==> src/hw/rtl/dual_stepper_pulse_generator_unit_macros.svh <==
// Assertion macros for the pulse generator RTL.
// Included by dspg_ctrl, the module that carries the concurrent checks; no other dependencies.
`ifndef DUAL_STEPPER_PULSE_GENERATOR_UNIT_MACROS_SVH
`define DUAL_STEPPER_PULSE_GENERATOR_UNIT_MACROS_SVH

`ifndef SYNTHESIS
// Same-cycle implication, disabled during reset.
`define DSPG_ASSERT_IMPLY(lbl, clk_i, rst_i, ante, cons, msg) \
  lbl: assert property (@(posedge clk_i) disable iff (rst_i) (ante) |-> (cons)) \
    else $error(msg);
// Next-cycle implication, disabled during reset.
`define DSPG_ASSERT_NEXT(lbl, clk_i, rst_i, ante, cons, msg) \
  lbl: assert property (@(posedge clk_i) disable iff (rst_i) (ante) |=> (cons)) \
    else $error(msg);
`else
`define DSPG_ASSERT_IMPLY(lbl, clk_i, rst_i, ante, cons, msg)
`define DSPG_ASSERT_NEXT(lbl, clk_i, rst_i, ante, cons, msg)
`endif

`endif

==> src/hw/rtl/dspg_pkg.sv <==
// Package for the dual stepper pulse generator: constants, codes and payload types.
// Used by every module of the block; depends on nothing.
package dspg_pkg;

  localparam int TICK_HZ        = 1000000;
  localparam int STEPS_PER_TURN = 3200;
  localparam int ROTATION_LIMIT = 1000000;
  localparam int RATE_LIMIT_HZ  = 100000;

  localparam int OP_W     = 3;
  localparam int DIR_W    = 2;
  localparam int ROT_W    = 20;
  localparam int FREQ_W   = 17;
  localparam int STATUS_W = 2;
  localparam int STEPS_W  = 32;
  localparam int HALF_W   = 26;

  // Divider sizing: the dividend is the fixed tick rate, the divisor is twice the frequency.
  localparam int DSR_W = FREQ_W + 1;
  localparam int DIV_W = $clog2(TICK_HZ + 1);
  localparam int QUO_W = (DIV_W > HALF_W) ? DIV_W : HALF_W;
  localparam int CNT_W = $clog2(DIV_W + 1);

  localparam logic [DIR_W-1:0] DIR_LAST_VALID = 2'd1;

  typedef enum logic [OP_W-1:0] {
    OP_TICK   = 3'd0,
    OP_START  = 3'd1,
    OP_PAUSE  = 3'd2,
    OP_RESUME = 3'd3,
    OP_STOP   = 3'd4
  } op_t;

  typedef enum logic [STATUS_W-1:0] {
    ST_OK         = 2'd0,
    ST_BAD_DIR    = 2'd1,
    ST_RANGE      = 2'd2,
    ST_UNKNOWN_OP = 2'd3
  } status_t;

  typedef struct packed {
    logic [OP_W-1:0]   operation;
    logic [DIR_W-1:0]  direction;
    logic [ROT_W-1:0]  rotations;
    logic [FREQ_W-1:0] step_rate;
  } req_t;

  typedef struct packed {
    logic                step_level;
    logic                dir_motor_one;
    logic                dir_motor_two;
    logic                enable_n;
    logic                is_running;
    logic                is_paused;
    logic [STATUS_W-1:0] status;
    logic                motion_done;
  } rsp_t;

  // Controller to datapath.
  typedef struct packed {
    logic capture;
    logic div_go;
    logic commit;
  } cmd_t;

  // Datapath to controller.
  typedef struct packed {
    logic is_start;
    logic start_ok;
    logic div_done;
  } stat_t;

endpackage

==> src/hw/rtl/dspg_div.sv <==
// Restoring divider: tick rate divided by twice the step frequency, one quotient bit a cycle.
// Depends on dspg_pkg.
module dspg_div (
  input  logic                          clk,
  input  logic                          rst,
  input  logic                          go,
  input  logic [dspg_pkg::DSR_W-1:0]    divisor,
  output logic                          done,
  output logic [dspg_pkg::HALF_W-1:0]   quotient
);

  logic                          busy;
  logic [dspg_pkg::CNT_W-1:0]    cnt;
  logic [dspg_pkg::DIV_W-1:0]    dvd;
  logic [dspg_pkg::DSR_W-1:0]    dsr;
  logic [dspg_pkg::DSR_W-1:0]    rem;
  logic [dspg_pkg::QUO_W-1:0]    quo;
  logic [dspg_pkg::DSR_W:0]      trial;
  logic [dspg_pkg::DSR_W:0]      diff;
  logic                          fits;

  assign trial = {rem, dvd[dspg_pkg::DIV_W-1]};
  assign diff  = trial - {1'b0, dsr};
  assign fits  = (trial >= {1'b0, dsr});
  assign quotient = quo[dspg_pkg::HALF_W-1:0];

  always_ff @(posedge clk) begin
    if (rst) begin
      busy <= 1'b0;
      done <= 1'b0;
    end else begin
      done <= 1'b0;
      if (go) begin
        busy <= 1'b1;
        cnt  <= '0;
        dvd  <= dspg_pkg::DIV_W'(dspg_pkg::TICK_HZ);
        dsr  <= divisor;
        rem  <= '0;
        quo  <= '0;
      end else if (busy) begin
        rem <= fits ? diff[dspg_pkg::DSR_W-1:0] : trial[dspg_pkg::DSR_W-1:0];
        quo <= {quo[dspg_pkg::QUO_W-2:0], fits};
        dvd <= {dvd[dspg_pkg::DIV_W-2:0], 1'b0};
        cnt <= cnt + 1'b1;
        if (cnt == dspg_pkg::CNT_W'(dspg_pkg::DIV_W - 1)) begin
          busy <= 1'b0;
          done <= 1'b1;
        end
      end
    end
  end

endmodule

==> src/hw/rtl/dspg_dp.sv <==
// Datapath: request capture, start checks, step multiplier, motion state and result register.
// Depends on dspg_pkg and dspg_div.
module dspg_dp (
  input  logic            clk,
  input  logic            rst,
  input  dspg_pkg::req_t  req,
  input  dspg_pkg::cmd_t  cmd,
  output dspg_pkg::stat_t stat,
  output dspg_pkg::rsp_t  rsp
);

  dspg_pkg::req_t                 req_q;
  dspg_pkg::op_t                  op;
  dspg_pkg::status_t              chk_status;
  logic [dspg_pkg::STEPS_W-1:0]   steps_prod;
  logic [dspg_pkg::HALF_W-1:0]    div_quo;
  logic                           div_done;

  // Motion state.
  logic                           dir_latched;
  logic [dspg_pkg::STEPS_W-1:0]   steps_left;
  logic [dspg_pkg::HALF_W-1:0]    half_period_ticks;
  logic [dspg_pkg::HALF_W-1:0]    tick_countdown;
  logic                           run_flag;
  logic                           pause_flag;
  logic                           step_lvl;
  logic                           enable_flag;

  logic                           dir_latched_next;
  logic [dspg_pkg::STEPS_W-1:0]   steps_left_next;
  logic [dspg_pkg::HALF_W-1:0]    half_period_ticks_next;
  logic [dspg_pkg::HALF_W-1:0]    tick_countdown_next;
  logic                           run_flag_next;
  logic                           pause_flag_next;
  logic                           step_lvl_next;
  logic                           enable_flag_next;
  dspg_pkg::status_t              status_next;
  logic                           done_next;

  assign op = dspg_pkg::op_t'(req_q.operation);

  always_ff @(posedge clk) begin
    if (cmd.capture) begin
      req_q <= req;
    end
    steps_prod <= dspg_pkg::STEPS_W'(req_q.rotations)
                * dspg_pkg::STEPS_W'(dspg_pkg::STEPS_PER_TURN);
  end

  // Direction is judged first, then the two ranges.
  always_comb begin
    if (req_q.direction > dspg_pkg::DIR_LAST_VALID) begin
      chk_status = dspg_pkg::ST_BAD_DIR;
    end else if (req_q.rotations == '0
                 || req_q.rotations > dspg_pkg::ROT_W'(dspg_pkg::ROTATION_LIMIT)
                 || req_q.step_rate == '0
                 || req_q.step_rate > dspg_pkg::FREQ_W'(dspg_pkg::RATE_LIMIT_HZ)) begin
      chk_status = dspg_pkg::ST_RANGE;
    end else begin
      chk_status = dspg_pkg::ST_OK;
    end
  end

  assign stat.is_start = (op == dspg_pkg::OP_START);
  assign stat.start_ok = (chk_status == dspg_pkg::ST_OK);
  assign stat.div_done = div_done;

  dspg_div u_div (
    .clk      (clk),
    .rst      (rst),
    .go       (cmd.div_go),
    .divisor  ({req_q.step_rate, 1'b0}),
    .done     (div_done),
    .quotient (div_quo)
  );

  always_comb begin
    dir_latched_next       = dir_latched;
    steps_left_next        = steps_left;
    half_period_ticks_next = half_period_ticks;
    tick_countdown_next    = tick_countdown;
    run_flag_next          = run_flag;
    pause_flag_next        = pause_flag;
    step_lvl_next          = step_lvl;
    enable_flag_next       = enable_flag;
    status_next            = dspg_pkg::ST_OK;
    done_next              = 1'b0;
    unique case (op)
      dspg_pkg::OP_TICK: begin
        if (run_flag && !pause_flag) begin
          if (tick_countdown > dspg_pkg::HALF_W'(1)) begin
            tick_countdown_next = tick_countdown - 1'b1;
          end else begin
            tick_countdown_next = half_period_ticks;
            step_lvl_next       = !step_lvl;
            // A falling edge of STEP completes one step.
            if (step_lvl) begin
              if (steps_left <= dspg_pkg::STEPS_W'(1)) begin
                steps_left_next  = '0;
                run_flag_next    = 1'b0;
                enable_flag_next = 1'b0;
                done_next        = 1'b1;
              end else begin
                steps_left_next = steps_left - 1'b1;
              end
            end
          end
        end
      end
      dspg_pkg::OP_START: begin
        status_next = chk_status;
        if (chk_status == dspg_pkg::ST_OK) begin
          dir_latched_next       = req_q.direction[0];
          steps_left_next        = steps_prod;
          half_period_ticks_next = div_quo;
          tick_countdown_next    = div_quo;
          step_lvl_next          = 1'b0;
          pause_flag_next        = 1'b0;
          run_flag_next          = 1'b1;
          enable_flag_next       = 1'b1;
        end
      end
      dspg_pkg::OP_PAUSE: begin
        if (run_flag && !pause_flag) begin
          pause_flag_next = 1'b1;
        end
        step_lvl_next = 1'b0;
      end
      dspg_pkg::OP_RESUME: begin
        if (run_flag && pause_flag) begin
          pause_flag_next     = 1'b0;
          step_lvl_next       = 1'b0;
          tick_countdown_next = half_period_ticks;
        end
      end
      dspg_pkg::OP_STOP: begin
        run_flag_next          = 1'b0;
        pause_flag_next        = 1'b0;
        step_lvl_next          = 1'b0;
        enable_flag_next       = 1'b0;
        steps_left_next        = '0;
        half_period_ticks_next = '0;
        tick_countdown_next    = '0;
      end
      default: begin
        status_next = dspg_pkg::ST_UNKNOWN_OP;
      end
    endcase
  end

  always_ff @(posedge clk) begin
    if (rst) begin
      dir_latched       <= 1'b0;
      steps_left        <= '0;
      half_period_ticks <= '0;
      tick_countdown    <= '0;
      run_flag          <= 1'b0;
      pause_flag        <= 1'b0;
      step_lvl          <= 1'b0;
      enable_flag       <= 1'b0;
    end else if (cmd.commit) begin
      dir_latched       <= dir_latched_next;
      steps_left        <= steps_left_next;
      half_period_ticks <= half_period_ticks_next;
      tick_countdown    <= tick_countdown_next;
      run_flag          <= run_flag_next;
      pause_flag        <= pause_flag_next;
      step_lvl          <= step_lvl_next;
      enable_flag       <= enable_flag_next;
    end
  end

  // The result shows the state as it stands once the request has been applied.
  always_ff @(posedge clk) begin
    if (cmd.commit) begin
      rsp.step_level    <= step_lvl_next;
      rsp.dir_motor_one <= dir_latched_next;
      rsp.dir_motor_two <= !dir_latched_next;
      rsp.enable_n      <= !enable_flag_next;
      rsp.is_running    <= run_flag_next;
      rsp.is_paused     <= pause_flag_next;
      rsp.status        <= status_next;
      rsp.motion_done   <= done_next;
    end
  end

endmodule

==> src/hw/rtl/dspg_ctrl.sv <==
// Controller: sequences capture, divide and commit, and owns both handshakes.
// Depends on dspg_pkg and the assertion macro header.
`include "dual_stepper_pulse_generator_unit_macros.svh"

module dspg_ctrl (
  input  logic            clk,
  input  logic            rst,
  input  logic            req_valid,
  output logic            req_ready,
  output logic            rsp_valid,
  input  logic            rsp_ready,
  input  dspg_pkg::stat_t stat,
  output dspg_pkg::cmd_t  cmd
);

  typedef enum logic [1:0] {
    S_IDLE,
    S_CHECK,
    S_DIV,
    S_COMMIT
  } state_t;

  state_t state;
  logic   rsp_free;

  assign rsp_free  = !rsp_valid || rsp_ready;
  assign req_ready = (state == S_IDLE);

  always_comb begin
    cmd.capture = req_valid && req_ready;
    cmd.div_go  = (state == S_CHECK) && stat.is_start && stat.start_ok;
    cmd.commit  = (state == S_COMMIT) && rsp_free;
  end

  always_ff @(posedge clk) begin
    if (rst) begin
      state     <= S_IDLE;
      rsp_valid <= 1'b0;
    end else begin
      if (cmd.commit) begin
        rsp_valid <= 1'b1;
      end else if (rsp_ready) begin
        rsp_valid <= 1'b0;
      end
      unique case (state)
        S_IDLE: begin
          if (req_valid) begin
            state <= S_CHECK;
          end
        end
        S_CHECK: begin
          state <= cmd.div_go ? S_DIV : S_COMMIT;
        end
        S_DIV: begin
          if (stat.div_done) begin
            state <= S_COMMIT;
          end
        end
        S_COMMIT: begin
          if (rsp_free) begin
            state <= S_IDLE;
          end
        end
        default: begin
          state <= S_IDLE;
        end
      endcase
    end
  end

  `DSPG_ASSERT_NEXT(a_accept_to_check, clk, rst, req_valid && req_ready, state == S_CHECK, "accepted request did not move to the check state")
  `DSPG_ASSERT_IMPLY(a_div_done_in_div, clk, rst, stat.div_done, state == S_DIV, "divider finished outside the divide state")
  `DSPG_ASSERT_NEXT(a_commit_gives_rsp, clk, rst, cmd.commit, rsp_valid && state == S_IDLE, "commit did not present a result")
  `DSPG_ASSERT_NEXT(a_div_exits, clk, rst, state == S_DIV, state == S_DIV || state == S_COMMIT, "divide state left for a wrong state")

endmodule

==> src/hw/rtl/dual_stepper_pulse_generator_unit.sv <==
// Top level of the dual stepper STEP/DIR pulse generator.
// Depends on dspg_pkg, dspg_ctrl, dspg_dp and dspg_div.
//
//   Channel   Handshake               Payload        Direction
//   request   req_valid / req_ready   req   (req_t)  in
//   result    rsp_valid / rsp_ready   rsp   (rsp_t)  out
//
// A tick, pause, resume, stop, unknown operation or rejected start passes from acceptance
// through the check and commit states; a good start also passes through the divide state,
// where the restoring divider yields one quotient bit a cycle. One request is worked on at
// a time; a new one is accepted while a result still waits.
// Reset is synchronous: the motion state returns to stopped, forward, drivers off.
// A stalled result holds the request in the commit step, so no state changes meanwhile.
module dual_stepper_pulse_generator_unit (
  input  logic           clk,
  input  logic           rst,
  input  logic           req_valid,
  output logic           req_ready,
  input  dspg_pkg::req_t req,
  output logic           rsp_valid,
  input  logic           rsp_ready,
  output dspg_pkg::rsp_t rsp
);

  // Command and status between the sequencer and the datapath.
  dspg_pkg::cmd_t  cmd;
  dspg_pkg::stat_t stat;

  // The controller steps each request through capture, checking, the optional divide for
  // a good start, and a commit that updates the motion state and the result register
  // together, only once the result register is free.
  dspg_ctrl u_ctrl (
    .clk       (clk),
    .rst       (rst),
    .req_valid (req_valid),
    .req_ready (req_ready),
    .rsp_valid (rsp_valid),
    .rsp_ready (rsp_ready),
    .stat      (stat),
    .cmd       (cmd)
  );

  // The datapath holds the captured request, the step count multiplier, the divider
  // for the half period and all motion state.
  dspg_dp u_dp (
    .clk  (clk),
    .rst  (rst),
    .req  (req),
    .cmd  (cmd),
    .stat (stat),
    .rsp  (rsp)
  );

endmodule
==> config.mk <==
export PLATFORM = sky130hd
export DESIGN_NAME = dual_stepper_pulse_generator_unit
export DESIGN_NICKNAME = d
export VERILOG_FILES = /design/src/hw/rtl/dspg_pkg.sv /design/src/hw/rtl/dspg_div.sv /design/src/hw/rtl/dspg_dp.sv /design/src/hw/rtl/dspg_ctrl.sv /design/src/hw/rtl/dual_stepper_pulse_generator_unit.sv
export VERILOG_INCLUDE_DIRS = /design/src /design/src/hw/rtl
export SDC_FILE = /design/constraint.sdc
export NUM_CORES = 1
export LEC_CHECK = 0
export ABC_AREA = 0
export BUFFER_PORTS_ARGS = -buffer_cell sky130_fd_sc_hd__buf_2
export CORE_MARGIN = 10
export CORE_UTILIZATION = 45
export DETAILED_ROUTE_END_ITERATION = 8
export PLACE_DENSITY = 0.68
export RECOVER_POWER = 25
export SKIP_LAST_GASP = 1
export SYNTH_ARGS = -nofsm -noshare
export SYNTH_HDL_FRONTEND = slang
export SYNTH_SLANG_ARGS = --single-unit
==> constraint.sdc <==
create_clock -name clk -period 5.53 [get_ports clk]
set_input_delay 1.106 -clock clk [delete_from_list [all_inputs] [get_ports clk]]
set_output_delay 1.106 -clock clk [all_outputs]
set_load 0.01 [all_outputs]
---- Word level (Yosys, flattened, before mapping) ----
Cells that the tools add are included.
word-level totals
  logic and storage cells ................. 152
  input port bits ......................... 46
  flip-flop bits (word level) ............. 250
cells by class
  $lt $le $gt $ge ......................... 6
  multiplexer cells ....................... 55
  multipliers ............................. 1
  reduce and logical (&&, ||, !) cells .... 35
  bitwise logic cells ..................... 5
  eq/ne operators ......................... 16
  add/sub/neg operators ................... 4
operators by type and width
  kind                     number
  $mux W32                 5
  $mux W26                 5
  $pmux W26 S4             1
  $pmux W32 S3             1
  $pmux W26 S2             1
  $mux W18                 2
  $le A32 B1 Y1 const B    1
  $sub A32 B1 Y32 const B  1
  $mux W1                  27
  $gt A26 B1 Y1 const B    1
  $sub A26 B1 Y26 const B  1
  $mul A20 B5 Y25 const B  1
  $gt A20 B20 Y1 const B   1
  $logic_not A20 Y1        1
  $mux W20                 1
  $ge A19 B18 Y1           1
  $sub A18 B18 Y18         1
  $gt A17 B17 Y1 const B   1
  $logic_not A17 Y1        1
  $mux W2                  5
  $ne A2 B1 Y1 const B     5
  $pmux W1 S4              2
  $pmux W2 S4              1
  $reduce_or A4 Y1         2
  other kinds (27)         53

---- Longest topological paths before layout ----
Gate-level depths: netlist of the first run.
  depth in word-level cells ............... 10
  depth in mapped cells ................... 15
  mapped depth without buffers ............ 15

---- Modules after synthesis ----
Synthesis of the first run repeated with hierarchy kept, for this count alone.
unflattened totals
  cell total of the unflattened synthesis .. 1,479
  area, all modules ....................... 14,256.2 µm²
modules (own cells, without submodules)
  module     times used  cells an instance  area an instance (µm²)
  dspg_dp    1           1,099              9,740.6
  dspg_div   1           352                4,256.6
  dspg_ctrl  1           28                 259.0

---- Worst setup path after synthesis of the first run ----
OpenSTA, ideal clock, no wires.
  path type ............................... reg2reg
  from .................................... reg u_dp.req_q[26] (netlist bit)
  to ...................................... reg u_dp.u_div.cnt[0] (netlist bit), enable pin
  path slack .............................. 0.302 ns
  setup time .............................. 0.484 ns
  data required time ...................... 5.046 ns
  arrival time ............................ 4.744 ns
  period minus slack after synthesis ...... 5.228 ns
  cell stages (with the launch flop) ...... 12
  cell sequence ........................... edfxtp_1 > ha_1 > nor2b_1 > o21ai_0 > a21oi_1 > o21ai_0 > nand4_1 > clkbuf_1 > nor2_1 > clkbuf_1 > nor2_1 > nor2_1
on the way
  word-level cells in the longest chain between the ends .. 10
  elaborated cells between the ends (all ways) .. 11
RTL lines
  element                                                     RTL line                      source
  from (decl)                                                 dspg_dp.sv:12                 dspg_pkg::req_t req_q;
  from (signal assigned)                                      dspg_dp.sv:44                 req_q <= req;
  $gt A20 B20 Y1 / $logic_not A20 Y1 (equally long branches)  dspg_dp.sv:55, dspg_dp.sv:54
  $logic_or A1 B1 Y1 *                                        dspg_dp.sv:55                 || req_q.rotations > dspg_pkg::ROT_W'(dspg_pkg::ROTATION_LIMIT)
  $logic_or A1 B1 Y1 *                                        dspg_dp.sv:56                 || req_q.step_rate == '0
  $logic_or A1 B1 Y1 *                                        dspg_dp.sv:57                 || req_q.step_rate > dspg_pkg::FREQ_W'(dspg_pkg::RATE_LIMIT_HZ)) begin
  $mux W2 *                                                   dspg_dp.sv:54                 end else if (req_q.rotations == '0
  $mux W2 *                                                   dspg_dp.sv:52                 if (req_q.direction > dspg_pkg::DIR_LAST_VALID) begin
  $logic_not A2 Y1 *                                          dspg_dp.sv:65                 assign stat.start_ok = (chk_status == dspg_pkg::ST_OK);
  $logic_and A1 B1 Y1 *                                       dspg_ctrl.sv:31               cmd.div_go = (state == S_CHECK) && stat.is_start && stat.start_ok;
  $reduce_bool A2 Y1 (no source line) *                       --
  $reduce_and A2 Y1 (no source line) *                        --
  to (signal assigned)                                        dspg_div.sv:44                cnt <= cnt + 1'b1;
  to (decl)                                                   dspg_div.sv:13                logic [dspg_pkg::CNT_W-1:0] cnt;
Every way passes the cells marked *; elsewhere a longest branch is shown, timed or not.
A chain may end at the register's enable or synchronous reset.

---- Worst setup path in the final report of the first run ----
  from .................................... reg u_dp.req_q[23] (netlist bit)
  to ...................................... reg u_dp.steps_prod[30] (netlist bit)
on the way
  word-level cells in the longest chain between the ends .. 1
RTL lines
  element               RTL line       source
  $mul A20 B5 Y25       dspg_dp.sv:47  * dspg_pkg::STEPS_W'(dspg_pkg::STEPS_PER_TURN);
  to (signal assigned)  dspg_dp.sv:46  steps_prod <= dspg_pkg::STEPS_W'(req_q.rotations)
  to (decl)             dspg_dp.sv:15  logic [dspg_pkg::STEPS_W-1:0] steps_prod;
No other way between the ends.

==> run metrics, run 1 <==
most instantiated library cell after synthesis=nor2_1; Max Cap Viol=2; post-route cell area=0.0155 mm²; Synth area leader=edfxtp_1; number of synthesis warnings=0; die area=0.0382 mm²; post-detail-place hpwl=21.7 mm; clock tree root driver cell=clkbuf_16; Main synth FF type=edfxtp_1; critical path peak fanout=6; Mean Syn Cell Area=9.64 µm²; CP Data Arrival Time=4.53 ns; top area cells in the synthesized netlist=edfxtp_1 28%, dfxtp_1 17%, ha_1 9.8%, nor2_1 4.0%, a21oi_1 3.8%; Post-CTS Hold Buffers=0; failing checks=capacitance limit, slew limit; PwrDens=460 mW/mm²; Worst Path Buf+Inv=3; Slew Limit Headroom=-0.896; PostCTS Resize Cnt=0; vias=10500; Initial Utilization=0.454; setup violators final=0; setup TNS=0 ns; DR vias/cell=5.55; post-synthesis instance total=1437; DRC viols=0; CP max-delay cell=fa_1; top cells by count, synth=149 x nor2_1, 131 x edfxtp_1, 119 x dfxtp_1; Max clock buf depth=3; fmax=244 MHz; Post-synth EDFFs=131; placed inst area=0.0145 mm²; max-slew violation count=72; TritonCTS clock tree=done; GRT overflow=0; max incr delay on CP=0.50 ns; Tcrit/Tclk final=0.743; Detail Route Antenna Nets=0; First-pass DRT Iterations=5; core area=0.0305 mm²; Rows=64; Least-Margin Pin Slew=2.84 ns; asr flop ratio synth=0; Leakage=6.28 nW; maximum vdd drop=0.000363 V; synthesized area=0.0139 mm²; Syn Nets=1607; Synth cell types=68; IO Port Bufs=56; top-area cell type share of the netlist area=0.284; layout cell share with drive strength beyond 1=0.0981; drt wl/cell=16.9 µm; RSZ-0062 raised after global routing=no; Total GRT Usage=0.161; first-pass GRT wire length=52.3 mm; htree depth=1; final hold vios=0; status=complete, but fails checks; pin count of the biggest net entering global routing=73; placer's final routability congestion estimate=0.834; area delta synth->final=11.8%; # IOs=57; initial antenna violation count=0; Reg clk slew, reported paths=0.06 ns; Tmin final=4.11 ns; Seq cells post-synth=250; Post-layout nets=1646; sequential area share after synthesis=0.456; Total Routed Length=31.9 mm; DIE HEIGHT=195 µm; CP Cell Sequence=inv_1 -> ha_1 -> ha_1 -> inv_1 -> fa_1 -> inv_1 -> ha_1 -> o211ai_1 -> nor3_1 -> o21ai_0 -> a311oi_1 -> a41oi_1 -> o311ai_0 -> a21oi_1 -> xnor2_1; setup slack on the worst flop-to-flop path=1.42 ns; Starting DRT DRC Count=705; Die Width=195 µm; setup bufs post-CTS=0; vias in the first global route=10500; n_diodes=0; CTS Sinks=250; Top delay family on crit path=compound AO/OA/AOI/OAI gates; CP Capture Type=register; total CTS buffers=29; CP Class=register to register; critical path data required time=5.96 ns; Clock Skew=0.0108 ns; Min-Delay Path Class=register to register; worst skew pair latency=0.54 ns; Setup crit start kind=register
-- routing by layer --
metal / share of wire / global-route usage / wire length, µm / up-vias
met4: 0.027 / 0.0520 / 878 / 0
li1: - / - / - / 5214
met1: 0.45 / 0.200 / 14200 / 5026
met3: 0.043 / 0.0226 / 1380 / 53
met5: 0 / 0 / 0 / -
met2: 0.48 / 0.282 / 15400 / 219
-- power breakdown --
| part | internal [mW] | switching [mW] | total, mW |
|---|---|---|---|
| Sequential | 2.24 | 0.141 | 2.38 |
| Combinational | 1.14 | 1.66 | 2.80 |
| Clock | 1.17 | 0.771 | 1.94 |
| Total | 4.55 | 2.57 | 7.12 |
-- worst register-to-register path, cell delays in order, from the launching register on --
cell and delay, ns:
edfxtp_1 0.46, inv_1 0.07, ha_1 0.30, ha_1 0.28, inv_1 0.05, fa_1 0.50
inv_1 0.04, ha_1 0.39, o211ai_1 0.12, nor3_1 0.19, o21ai_0 0.14, a311oi_1 0.48
a41oi_1 0.25, o311ai_0 0.41, a21oi_1 0.15, xnor2_1 0.14
-- final timing paths --
check,from,to,cells past startpoint
min,u_dp.req_q[18],u_dp.steps_prod[8],0
max,u_dp.req_q[23],u_dp.steps_prod[30],15
min reg2reg,u_dp.req_q[18],u_dp.steps_prod[8],0
max reg2reg,u_dp.req_q[23],u_dp.steps_prod[30],15
-- through the flow --
step / hold WS, ns / setup slack (ns) / utilization / total power, mW / instances
5_1_grt: 0.469 / 1.20 / 0.508 / 7.61 / 1894
2_1_floorplan: 0.402 / 0.302 / - / 4.55 / 1437
3_5_place_dp: 0.440 / 1.44 / 0.476 / 5.18 / 1841
3_3_place_gp: 0.417 / 1.60 / 0.476 / 5.11 / 1841
6_report: 0.451 / 1.42 / 0.508 / 7.12 / 1894
4_1_cts: 0.454 / 1.40 / 0.508 / 7.16 / 1894
-- flip-flops by register name (all words and copies together) (netlist names), named ones only --
| register | count |
|---|---|
| u_dp.run_flag | 1 |
| u_dp.pause_flag | 1 |
| u_dp.tick_countdown | 26 |
| u_dp.u_div.busy | 1 |
| u_dp.u_div.cnt | 5 |
| u_dp.u_div.quotient | 26 |
| u_dp.rsp | 9 |
| u_dp.req_q | 39 |
| u_ctrl.rsp_valid | 1 |
| u_dp.u_div.rem | 18 |
| u_dp.steps_left | 32 |
| u_dp.u_div.dvd | 14 |
| u_dp.u_div.dsr | 17 |
| u_dp.dir_latched | 1 |
| u_dp.u_div.done | 1 |
| u_dp.steps_prod | 25 |
| u_dp.half_period_ticks | 26 |
| u_dp.step_lvl | 1 |
| u_dp.op | 3 |
| u_ctrl.state | 2 |
-- placed cells by master, fill, tap and decap left out, types with 6 or more instances in the layout --
cell type	instances
fa_1	16
edfxtp_1	131
a211oi_1	15
dfxtp_1	119
nand2_1	105
ha_1	108
a21oi_1	103
a21o_1	8
nor3_1	48
nand3_1	30
xnor2_1	30
mux2i_1	30
buf_4	14
clkbuf_1	9
a31o_2	15
a221oi_1	10
nand4_1	14
o21ai_0	79
or3_1	13
nor3b_1	17
or2_2	10
o31ai_1	7
clkinv_1	8
nor2b_1	41
nand2b_1	9
nor2_1	146
clkbuf_16	29
and3_1	6
xor2_1	23
a31oi_1	7
a32o_1	8
nand3b_1	12
nor4_1	17
buf_2	51
o22ai_1	7
inv_1	111
and2_1	8
o21a_1	8
-- layout make-up --
type                    instances  area (µm²)
fillers                      2754       15000
multi-input cells            1013        6910
flip-flops and latches        250        6320
clock buffers                  34         764
well taps                     396         495
inverters                     111         417
repair buffers                 71         383
clock inverters                19         203
-- cells by family after synthesis --
group / synth area share
simple gates: 0.179
compound gates: 0.142
flops: 0.456
buf+inv: 0.0478
fa+ha+maj: 0.121
xor+xnor: 0.0335
mux: 0.0217
Power figures use the tool's default switching activity.
==> run 2, diff against run 1 <==
- PLACE_DENSITY: 0.68 -> 0.65
- clock period: 5.53 -> 4 ns (I/O delays scaled with it)
==> run 2 against run 1 <==
  * The flow still finishes with violations (capacitance limit, slew limit)
  * Clock-buffer cell count down 3
  * Non-clock buffer count grew 19
  * Worst hold slack worse by 0.037 ns
  * Flip-flop and latch count did not move
  * Cell count increased by 0.95%
  * Power up 41%
  * Via count shrank 0.37%
  * Highest routed layer unchanged
==> run metrics, run 2 (synthesis results as in run 1) <==
critical path data required time=4.45 ns (-1.51 ns); Reg clk slew, reported paths=0.06 ns (about the same); layout cell share with drive strength beyond 1=0.111 (+0.0133); DRC viols=0 (unchanged); max-slew violation count=71 (-1.4%); n_diodes=0 (unchanged); reg2reg path depth=15 (unchanged); Clock Skew=0.0152 ns (+0.00440 ns); Max clock buf depth=3 (unchanged); Tmin final=3.81 ns (-0.295 ns); placer's final routability congestion estimate=0.861 (+3.2%); Detail Route Antenna Nets=0 (unchanged); cell-internal power=6.46 mW (+42%); Tcrit/Tclk final=0.953 (+0.210); worst hold stages=1 (+1); Cells after DPL=1859 (+0.98%); Post-CTS Hold Buffers=0 (unchanged); met3 GRT Util=0.0252 (+0.00257); CP Cell Sequence=inv_1 -> ha_1 -> ha_1 -> inv_1 -> fa_1 -> inv_1 -> ha_2 -> o211ai_1 -> nor3_1 -> o21ai_1 -> a311oi_2 -> a41oi_2 -> o311ai_2 -> a21oi_1 -> xnor2_1; Leakage=6.37 nW (+1.4%); GRT overflow=0 (unchanged); Max Cap Viol=2 (unchanged); PwrDens=639 mW/mm² (+39%); core area=0.0305 mm² (unchanged); die area=0.0382 mm² (unchanged); commonest non-fill, non-tap cells in the layout=146 x nor2_1, 131 x edfxtp_1, 119 x dfxtp_1; Min-Delay Path Class=primary input to register; total CTS buffers=28 (-3.4%); Rows=64 (unchanged); hold path endpoint=u_dp.req_q[31]; TritonCTS clock tree=done; fmax=262 MHz (+7.7%); dpl ws=-0.0289 ns (-1.47 ns); # IOs=57 (unchanged); Final WS setup=0.189 ns (-1.23 ns); IO Port Bufs=56 (unchanged); switching pwr=3.59 mW (+40%); combinational power share=0.400 (+0.006); max FFs per register=39 (unchanged); pin count of the biggest net entering global routing=66 (-9.6%); vias in the first global route=10300 (-2.2%); Starting DRT DRC Count=590 (-16%); max incr delay on CP=0.50 ns (about the same); Post-layout nets=1664 (+1.1%); Slew Limit Headroom=-0.917 (-0.0203); Worst path most repeated cell=inv_1; htree depth=1 (unchanged); met1 usage=0.197 (-0.00249); total power=10.1 mW (+41%); largest registers=u_dp.req_q x39, u_dp.steps_left x32; critical path peak fanout=6 (unchanged); CP Class=register to register; beginning of the worst hold path=req[31]; Register Area=0.00632 mm² (unchanged); clock tree root driver cell=clkbuf_16; most common cell after layout, fill and taps aside=nor2_1; vias=10500 (-0.37%); Finished Layout Cells=1912 (+0.95%); Clock power frac=0.275 (+0.002); CP Capture Type=register; first-pass GRT wire length=50.9 mm (-2.7%); drt wl/cell=16.2 µm (-4.0%); setup slack on the worst flop-to-flop path=0.19 ns (-1.23 ns); Total Routed Length=30.9 mm (-3.1%); Switching Share=0.357 (-0.00391); Seq pwr share=0.325 (-0.009); CP max-delay cell=fa_1; final hold vios=0 (unchanged); DR vias/cell=5.48 (-1.3%); met2 usage=0.269 (-0.0134); Total GRT Usage=0.157 (-0.00432); status=complete, but fails checks; CP Data Arrival Time=4.26 ns (-0.27 ns); area of the multi-input gates=0.00694 mm² (+0.43%); Largest Register=u_dp.req_q; Least-Margin Pin Slew=2.87 ns (+0.0305 ns); post-detail-place hpwl=21.1 mm (-2.6%); maximum vdd drop=0.000509 V (+40%); area delta synth->final=13.4%; Setup crit start kind=register; most used routing layer=met2; DIE HEIGHT=195 µm (unchanged); worst reg2reg startpoint=u_dp.req_q[24]; Initial Utilization=0.454 (unchanged); filler cell count=2778 (+0.87%); final core utilization=0.515 (+0.00763); R2R Path End=u_dp.steps_prod[30]; setup violators final=0 (unchanged); worst skew pair latency=0.56 ns (+0.02 ns); initial antenna violation count=0 (unchanged); failing checks=capacitance limit, slew limit; CTS Sinks=250 (unchanged); First-pass DRT Iterations=5 (unchanged); Die Width=195 µm (unchanged)
[run 2: cell count changes in the layout (fill, tap and decap cells not counted), moves of 3 or more]
cell        previous run  this run
clkinvlp_4             4         7
clkinv_1               8         0
clkinv_2               1         5
clkbuf_1               9        18
buf_12                 0         3
buf_4                 14        29
buf_2                 51        41
[run 2: what timing repair did]
action,CTS,global route
pin swaps,0,1
gates resized for setup,1,6
endpoints found under the setup margin,1,5
setup buffers,0,1
[run 2: area by class of cell]
cell class	instances	share of cell area
well taps	396	0.0315
clock buffers	31	0.0473
clock inverters	21	0.0167
inverters	111	0.0265
flip-flops and latches	250	0.402
repair buffers	90	0.0348
multi-input cells	1013	0.441
[run 2: how the worst max path moves through the flow]
stage,cells past startpoint,endpoint,slack [ns],startpoint
after floorplan,15,u_dp.steps_prod[31],0.39,u_dp.req_q[23]
after global placement,15,u_dp.steps_prod[30],0.06,u_dp.req_q[24]
after detailed placement,15,u_dp.steps_prod[30],-0.03,u_dp.req_q[24]
after CTS,14,u_dp.steps_prod[30],0.03,u_dp.req_q[24]
after global routing,15,u_dp.steps_prod[30],-0.01,u_dp.req_q[24]
final,15,u_dp.steps_prod[30],0.19,u_dp.req_q[24]
[run 2: per-stage QoR]
step           instance area [µm²]  hold WS, ns  TNS (ns)
2_1_floorplan                13900        0.402         0
3_3_place_gp                 14700        0.421         0
3_5_place_dp                 14700        0.426   -0.0289
4_1_cts                      15700        0.384         0
5_1_grt                      15700        0.386   -0.0129
6_report                     15700        0.413         0
[run 2: critical path, delay by kind of cell, from the launching register on]
family          cells  cell delay (ns)
xor+xnor            1             0.13
flops               1             0.42
fa+ha+maj           4             1.41
compound gates      6             1.30
simple gates        1             0.19
buf+inv             3             0.25
[run 2: metal layers]
metal  part of all wire  wire length, µm
met1               0.46            14100
met2               0.48            14800
met3              0.037             1150
met4              0.029              905
met5                  0                0
[run 2: power by group through the flow]
stage / Sequential (mW) / Combinational, mW / Clock, mW
after floorplan: 3.25 / 3.05 / 0
after global placement: 3.31 / 3.84 / 0
after detailed placement: 3.31 / 3.90 / 0
after CTS: 3.26 / 3.95 / 2.84
after global routing: 3.30 / 4.57 / 2.92
final: 3.27 / 4.02 / 2.77
